==> src/rtl/b2d_pkg.sv <==
// Shared constants, types and helpers for the binary to digit register write block.
// No dependencies; every other file in rtl/ refers to this package by scoped names.
package b2d_pkg;

    localparam int VALUE_W    = 32;   // width of the input number
    localparam int ADDR_W     = 4;    // driver register address width
    localparam int DATA_W     = 4;    // driver register data width
    localparam int DIGIT_W    = 4;    // one BCD digit
    localparam int DIGITS_DEF = 8;    // default number of display digits

    localparam logic [ADDR_W-1:0] SCAN_LIMIT_ADDR = 4'hB;

    // Status from the converter to the write sequencer.
    typedef struct packed {
        logic full;   // converted digits are held and waiting
        logic ovf;    // input was clamped to the largest shown number
    } b2d_res_t;

    // Largest number shown on n digits: 10^n - 1 (elaboration only).
    function automatic logic [VALUE_W-1:0] max_shown(input int n);
        logic [VALUE_W-1:0] m;
        m = 32'd1;
        for (int k = 0; k < n; k++)
        begin
            m = VALUE_W'(m * 32'd10);
        end
        return VALUE_W'(m - 32'd1);
    endfunction

endpackage

==> src/rtl/b2d_dabble.sv <==
// Bit-serial binary to BCD converter (shift and add-3), one input bit per cycle.
// Clamps values wider than DIGITS decimal digits. Uses b2d_pkg.
module b2d_dabble #(
    parameter int DIGITS = b2d_pkg::DIGITS_DEF
) (
    input  logic                                   clk,
    input  logic                                   rst_n,
    input  logic                                   start,
    input  logic [b2d_pkg::VALUE_W-1:0]            value,
    input  logic                                   take,
    output logic                                   idle,
    output b2d_pkg::b2d_res_t                      res,
    output logic [DIGITS*b2d_pkg::DIGIT_W-1:0]     bcd
);

    localparam int BCD_W  = DIGITS * b2d_pkg::DIGIT_W;
    localparam int STEP_W = $clog2(b2d_pkg::VALUE_W);
    localparam logic [b2d_pkg::VALUE_W-1:0] LIMIT = b2d_pkg::max_shown(DIGITS);
    localparam logic [STEP_W-1:0] LAST_STEP = STEP_W'(b2d_pkg::VALUE_W - 1);

    localparam logic [1:0] ST_IDLE = 2'd0;
    localparam logic [1:0] ST_RUN  = 2'd1;
    localparam logic [1:0] ST_FULL = 2'd2;

    logic [1:0]                    state_reg, state_next;
    logic [STEP_W-1:0]             step_reg, step_next;
    logic [b2d_pkg::VALUE_W-1:0]   sh_reg, sh_next;
    logic [BCD_W-1:0]              bcd_reg, bcd_next;
    logic                          ovf_reg, ovf_next;
    logic [BCD_W-1:0]              bcd_adj;
    logic                          too_big;

    assign too_big = (value > LIMIT);

    // Add 3 to every digit of 5 or more before the shift.
    always_comb
    begin
        for (int d = 0; d < DIGITS; d++)
        begin
            if (bcd_reg[d*b2d_pkg::DIGIT_W +: b2d_pkg::DIGIT_W] >= 4'd5)
            begin
                bcd_adj[d*b2d_pkg::DIGIT_W +: b2d_pkg::DIGIT_W] =
                    bcd_reg[d*b2d_pkg::DIGIT_W +: b2d_pkg::DIGIT_W] + 4'd3;
            end
            else
            begin
                bcd_adj[d*b2d_pkg::DIGIT_W +: b2d_pkg::DIGIT_W] =
                    bcd_reg[d*b2d_pkg::DIGIT_W +: b2d_pkg::DIGIT_W];
            end
        end
    end

    always_comb
    begin
        state_next = state_reg;
        step_next  = step_reg;
        sh_next    = sh_reg;
        bcd_next   = bcd_reg;
        ovf_next   = ovf_reg;
        unique case (state_reg)
            ST_IDLE:
            begin
                if (start)
                begin
                    sh_next    = too_big ? LIMIT : value;
                    ovf_next   = too_big;
                    bcd_next   = '0;
                    step_next  = '0;
                    state_next = ST_RUN;
                end
            end
            ST_RUN:
            begin
                if (BCD_W > 1)
                begin
                    bcd_next = {bcd_adj[BCD_W-2:0], sh_reg[b2d_pkg::VALUE_W-1]};
                end
                sh_next   = {sh_reg[b2d_pkg::VALUE_W-2:0], 1'b0};
                step_next = step_reg + 1'b1;
                if (step_reg == LAST_STEP)
                begin
                    state_next = ST_FULL;
                end
            end
            ST_FULL:
            begin
                if (take)
                begin
                    state_next = ST_IDLE;
                end
            end
            default:
            begin
                state_next = ST_IDLE;
            end
        endcase
    end

    always_ff @(posedge clk or negedge rst_n)
    begin
        if (!rst_n)
        begin
            state_reg <= ST_IDLE;
        end
        else
        begin
            state_reg <= state_next;
        end
    end

    always_ff @(posedge clk)
    begin
        step_reg <= step_next;
        sh_reg   <= sh_next;
        bcd_reg  <= bcd_next;
        ovf_reg  <= ovf_next;
    end

    assign idle     = (state_reg == ST_IDLE);
    assign res.full = (state_reg == ST_FULL);
    assign res.ovf  = ovf_reg;
    assign bcd      = bcd_reg;

endmodule

==> src/rtl/b2d_emit.sv <==
// Write sequencer: scan-limit write, then one digit write per digit, low digit first.
// Holds each write in an output register until taken. Uses b2d_pkg.
module b2d_emit #(
    parameter int DIGITS = b2d_pkg::DIGITS_DEF
) (
    input  logic                                   clk,
    input  logic                                   rst_n,
    input  b2d_pkg::b2d_res_t                      res,
    input  logic [DIGITS*b2d_pkg::DIGIT_W-1:0]     bcd,
    output logic                                   take,
    output logic                                   out_valid,
    input  logic                                   out_ready,
    output logic [b2d_pkg::ADDR_W-1:0]             reg_address,
    output logic [b2d_pkg::DATA_W-1:0]             reg_data,
    output logic                                   last,
    output logic                                   overflow
);

    localparam int BCD_W = DIGITS * b2d_pkg::DIGIT_W;

    logic                          valid_reg;
    logic [b2d_pkg::ADDR_W-1:0]    addr_reg;
    logic [b2d_pkg::DATA_W-1:0]    data_reg;
    logic                          last_reg;
    logic                          ovf_reg;
    logic [BCD_W-1:0]              dig_reg;
    logic [b2d_pkg::ADDR_W-1:0]    idx_reg;
    logic [b2d_pkg::ADDR_W-1:0]    count_reg;
    logic [b2d_pkg::ADDR_W-1:0]    count_new;
    logic                          done_write;

    // Digit count: position of the highest nonzero digit, at least one.
    always_comb
    begin
        count_new = 4'd1;
        for (int d = 0; d < DIGITS; d++)
        begin
            if (bcd[d*b2d_pkg::DIGIT_W +: b2d_pkg::DIGIT_W] != 4'd0)
            begin
                count_new = b2d_pkg::ADDR_W'(d + 1);
            end
        end
    end

    assign take       = res.full && !valid_reg;
    assign done_write = valid_reg && out_ready;

    always_ff @(posedge clk or negedge rst_n)
    begin
        if (!rst_n)
        begin
            valid_reg <= 1'b0;
        end
        else if (take)
        begin
            valid_reg <= 1'b1;
        end
        else if (done_write && last_reg)
        begin
            valid_reg <= 1'b0;
        end
    end

    always_ff @(posedge clk)
    begin
        if (take)
        begin
            addr_reg  <= b2d_pkg::SCAN_LIMIT_ADDR;
            data_reg  <= count_new - 1'b1;
            last_reg  <= 1'b0;
            ovf_reg   <= res.ovf;
            dig_reg   <= bcd;
            idx_reg   <= 4'd1;
            count_reg <= count_new;
        end
        else if (done_write && !last_reg)
        begin
            // advance to the next digit write
            addr_reg <= idx_reg;
            data_reg <= dig_reg[b2d_pkg::DIGIT_W-1:0];
            last_reg <= (idx_reg == count_reg);
            dig_reg  <= dig_reg >> b2d_pkg::DIGIT_W;
            idx_reg  <= idx_reg + 1'b1;
        end
    end

    assign out_valid   = valid_reg;
    assign reg_address = addr_reg;
    assign reg_data    = data_reg;
    assign last        = last_reg;
    assign overflow    = ovf_reg;

endmodule

==> src/rtl/binary_to_digit_register_writes.sv <==
// Binary number to LED-driver register writes, top level. Uses b2d_pkg, b2d_dabble, b2d_emit.
// The first write (scan limit) appears once the converter has shifted in every input bit and
// handed its digits to the sequencer. A new request is taken only when the bit-serial converter
// is idle again (load, shifts, hand-off); a run of count + 1 writes then drains from the sequencer,
// and the converter holds its digits while a stalled run is still draining.
// Reset: asynchronous, active low; clears control state only, no clearing pass.
module binary_to_digit_register_writes #(
    parameter int DIGITS = b2d_pkg::DIGITS_DEF
) (
    input  logic                           clk,
    input  logic                           rst_n,
    input  logic                           in_valid,
    output logic                           in_ready,
    input  logic [b2d_pkg::VALUE_W-1:0]    value,
    output logic                           out_valid,
    input  logic                           out_ready,
    output logic [b2d_pkg::ADDR_W-1:0]     reg_address,
    output logic [b2d_pkg::DATA_W-1:0]     reg_data,
    output logic                           last,
    output logic                           overflow
);

    logic                                  conv_idle;
    logic                                  conv_take;
    b2d_pkg::b2d_res_t                     conv_res;
    logic [DIGITS*b2d_pkg::DIGIT_W-1:0]    conv_bcd;

    // Take a new request whenever the converter is free. The previous run may
    // still be draining from the write sequencer, so conversion overlaps output.
    assign in_ready = conv_idle;

    // Clamp, then shift the number in one bit per cycle, building the BCD digits.
    b2d_dabble #(
        .DIGITS (DIGITS)
    ) u_dabble (
        .clk   (clk),
        .rst_n (rst_n),
        .start (in_valid && in_ready),
        .value (value),
        .take  (conv_take),
        .idle  (conv_idle),
        .res   (conv_res),
        .bcd   (conv_bcd)
    );

    // Hold the converted digits until the sequencer is free, then drop them into
    // its digit shift register and emit the scan-limit and digit writes in order.
    b2d_emit #(
        .DIGITS (DIGITS)
    ) u_emit (
        .clk         (clk),
        .rst_n       (rst_n),
        .res         (conv_res),
        .bcd         (conv_bcd),
        .take        (conv_take),
        .out_valid   (out_valid),
        .out_ready   (out_ready),
        .reg_address (reg_address),
        .reg_data    (reg_data),
        .last        (last),
        .overflow    (overflow)
    );

endmodule

==> config.mk <==
export PLATFORM = sky130hd
export DESIGN_NAME = binary_to_digit_register_writes
export DESIGN_NICKNAME = d
export VERILOG_FILES = /design/src/rtl/b2d_pkg.sv /design/src/rtl/b2d_dabble.sv /design/src/rtl/b2d_emit.sv /design/src/rtl/binary_to_digit_register_writes.sv
export SDC_FILE = /design/constraint.sdc
export NUM_CORES = 1
export LEC_CHECK = 0
export BUFFER_PORTS_ARGS = -buffer_cell sky130_fd_sc_hd__buf_4
export CORE_MARGIN = 3
export CORE_UTILIZATION = 40
export CTS_BUF_LIST = sky130_fd_sc_hd__clkbuf_8
export DETAILED_ROUTE_END_ITERATION = 10
export PLACE_DENSITY = 0.65
export SYNTH_ARGS = -nofsm -noshare
export SYNTH_HDL_FRONTEND = slang
export SYNTH_HIERARCHICAL = 1
export SYNTH_SLANG_ARGS = --single-unit
==> constraint.sdc <==
create_clock -name clk -period 3.3 [get_ports clk]
set_input_delay 0.495 -clock clk [delete_from_list [all_inputs] [get_ports clk]]
set_output_delay 0.495 -clock clk [all_outputs]
set_load 0.01 [all_outputs]
==> metrics.yaml <==
run_status:
  run_status: "complete, no violations"
sta:
  maxSlewViolCount: 0
  timing.slew.headroom: 0.490
  finClkSkew_ps: 10.9
  fin_ws_ps: 1070
  worst_slew_pin_slew_ps: 764
  hold_viol_final: 0
  fin_crit_ps: 2230
  max_freq_mhz: 448
  period_share: 0.677
  setup_viol: 0
  setup_tns_ps: 0
  rsz0062_at_grt: "false"
setup_path:
  worst-path-stages: 7
  critPathLaunchType: "flop"
  cp-startpoint: "u_dabble/bcd[20]$_SDFFCE_PN0P_"
  critPathSlowestCell: "nor4_4"
  crit_path_end_kind: "flop"
  ff2ff_path_depth: 7
  criticalPathCategory: "reg2reg"
  crit_chain: "nor4_4 > o211ai_1 > a31oi_1 > inv_1 > ha_1 > xnor2_1 > o21ai_1"
  r2r_start: "u_dabble/bcd[20]$_SDFFCE_PN0P_"
  critical-path-top-delay-family: "compound AO/OA/AOI/OAI gates"
  crit_path_max_fanout: 5
  critPathMaxStageDelay_ps: 510
  cp-endpoint: "u_emit/reg_data[2]$_DFFE_PP_"
  r2r-end: "u_emit/reg_data[2]$_DFFE_PP_"
  r2r_slack_ps: 1070
  critPathArrivalTime_ps: 2410
  cp.required_ps: 3480
  cp.buffers_inverters: 1
logic_synthesis:
  yosysSeqAreaShare: 0.614
  synth_ff_type: "edfxtp_1"
  synthArstFlopShare: 0.0244
  ys_types: 43
  synth_nets: 580
  synthCells: 524
  syn_area_mm2: 0.00585
  synth_warnings: 6
  synth_edf_count: 111
  synth.avg_cell_area_um2: 11.2
  synth.ff_latch_count: 123
  netlist_top_cells_area: "edfxtp_1 (57%), nand2_1 (7.4%), ha_1 (4.3%)"
  synth.top_cell.area_share: 0.570
  netlist.top_cell.by_area: "edfxtp_1"
drt:
  ant_nets: 0
  wl_per_cell_um: 14.5
  wl_met3_um: 599
  dr.pass1.iters: 4
  totalWireLength_mm: 11.1
  drcViolationCount: 0
  wl_met1_mm: 5.29
  drtIter0Drc: 273
  via_per_inst: 5.12
  dr_total_vias: 3942
  wl_met2_mm: 5.08
  top_layer: "met4"
flow_run:
  drv_cap: 0
die:
  ios: 48
  rows: 43
  die_x_um: 127
  fp.dieArea_mm2: 0.0161
  core-area_mm2: 0.0141
  initial_core_util: 0.415
  die_h_um: 127
global_routing:
  antenna_found_initial: 0
  grt_pass1_wl_mm: 18.7
  grt_max_degree: 70
  grt_pass1_vias: 3872
  overflow: 0
  track_usage: 0.146
place:
  placed_cells: 737
  place_congestion: 0.811
  numPortBuffers: 47
  hpwl_mm: 7.33
  pre_cts_ws_ps: 1040
cells_and_area:
  register_area_mm2: 0.00359
  fillers: 1290
  areaGrowthSynthToFinish_pct: 15.4
  stdcell_count: 770
  diodes: 0
  multi_input_area_mm2: 0.00208
  nNetsFinal: 633
  drive_gt1_frac: 0.151
cts:
  clk_path_buf_depth: 2
  root_buffer: "clkbuf_8"
  cts_buffers: 17
  cts_tree: "done"
  clk_pin_slew_ps: 70
  clock-sinks: 123
  cts_resized: 0
  clk_latency_ps: 440
  cts.htree.levels: 4
  postCtsSetupRepairBufs: 0
hold_path:
  hold_class: "in2reg"
power_and_ir_drop:
  power.leakage_nw: 2.67
  vdd_ir_drop_max_v: 0.000363
  powerDensity_mw_per_mm2: 923
[power breakdown]
part	internal (mW)	switching, mW
Combinational	0.871	1.20
Sequential	2.61	0.431
Clock	0.573	0.550
Total	4.05	2.18
[kinds of logic (layout without fill, tap and decap cells)]
logic type      Yosys count  after routing  synth area share
flops                   123            123             0.614
compound gates           80             80            0.0935
buf+inv                  45            111            0.0308
simple gates            231            231             0.182
fa+ha+maj                20             20            0.0428
xor+xnor                 25             25            0.0375
[area by class of cell]
| class | instances | share of cell area |
|---|---|---|
| repair buffers | 55 | 0.0634 |
| well taps | 180 | 0.0334 |
| clock buffers | 21 | 0.0428 |
| flip-flops and latches | 123 | 0.532 |
| inverters | 24 | 0.0134 |
| clock inverters | 11 | 0.00668 |
| multi-input cells | 356 | 0.309 |
[worst min path at each step]
stage	startpoint	end	slack (ps)	depth (start not counted)
2_1_floorplan	rst_n	u_dabble/state_reg[0]$_DFFE_PN0P_	200	0
4_1_cts	out_ready	u_emit/out_valid$_DFFE_PN0P_	250	2
3_3_place_gp	rst_n	u_dabble/state_reg[0]$_DFFE_PN0P_	300	1
3_5_place_dp	rst_n	u_dabble/state_reg[0]$_DFFE_PN0P_	300	1
6_report	out_ready	u_emit/out_valid$_DFFE_PN0P_	290	2
5_1_grt	out_ready	u_emit/out_valid$_DFFE_PN0P_	260	2
[cell usage in the layout (no fill, tap or decap), types with 14 or more instances in the layout]
cell type / instances
xor2_1: 14
ha_1: 20
inv_1: 31
nor2_1: 51
edfxtp_1: 111
a21oi_1: 36
nand2_1: 115
and2_1: 14
clkbuf_8: 21
buf_4: 53
[routing by layer]
layer	global-route usage	vias up
li1	-	1937
met1	0.192	1885
met2	0.224	103
met3	0.0484	17
met4	0.0587	0
met5	0	-
[per-stage QoR]
step	hold WS (ps)	area (um^2)	total power, mW	utilization
finish	291	6750	6.23	0.479
global route	264	6750	6.72	0.479
CTS	252	6750	6.31	0.479
detailed placement	300	6400	5.16	0.454
global placement	300	6400	5.04	0.454
floorplan	199	5850	4.53	-
[repair_timing]
action                                  CTS  global route
hold endpoints to repair                  3             0
endpoints found under the setup margin    0             0
hold buffers                              1             0
[cell usage after synthesis, types with 5 or more instances]
cell      number
nand2_1      116
a211oi_1       8
a32o_1         6
ha_1          20
nor2_1        51
inv_1         23
clkbuf_1      18
nand2b_1      11
and2_1        14
nor3_1         7
o22a_1         7
nand3_1        5
edfxtp_1     111
nor2b_1       10
xor2_1        14
a21oi_1       36
xnor2_1       11
o21ai_0        8
dfxtp_1        9
Power figures use the tool's default switching activity.
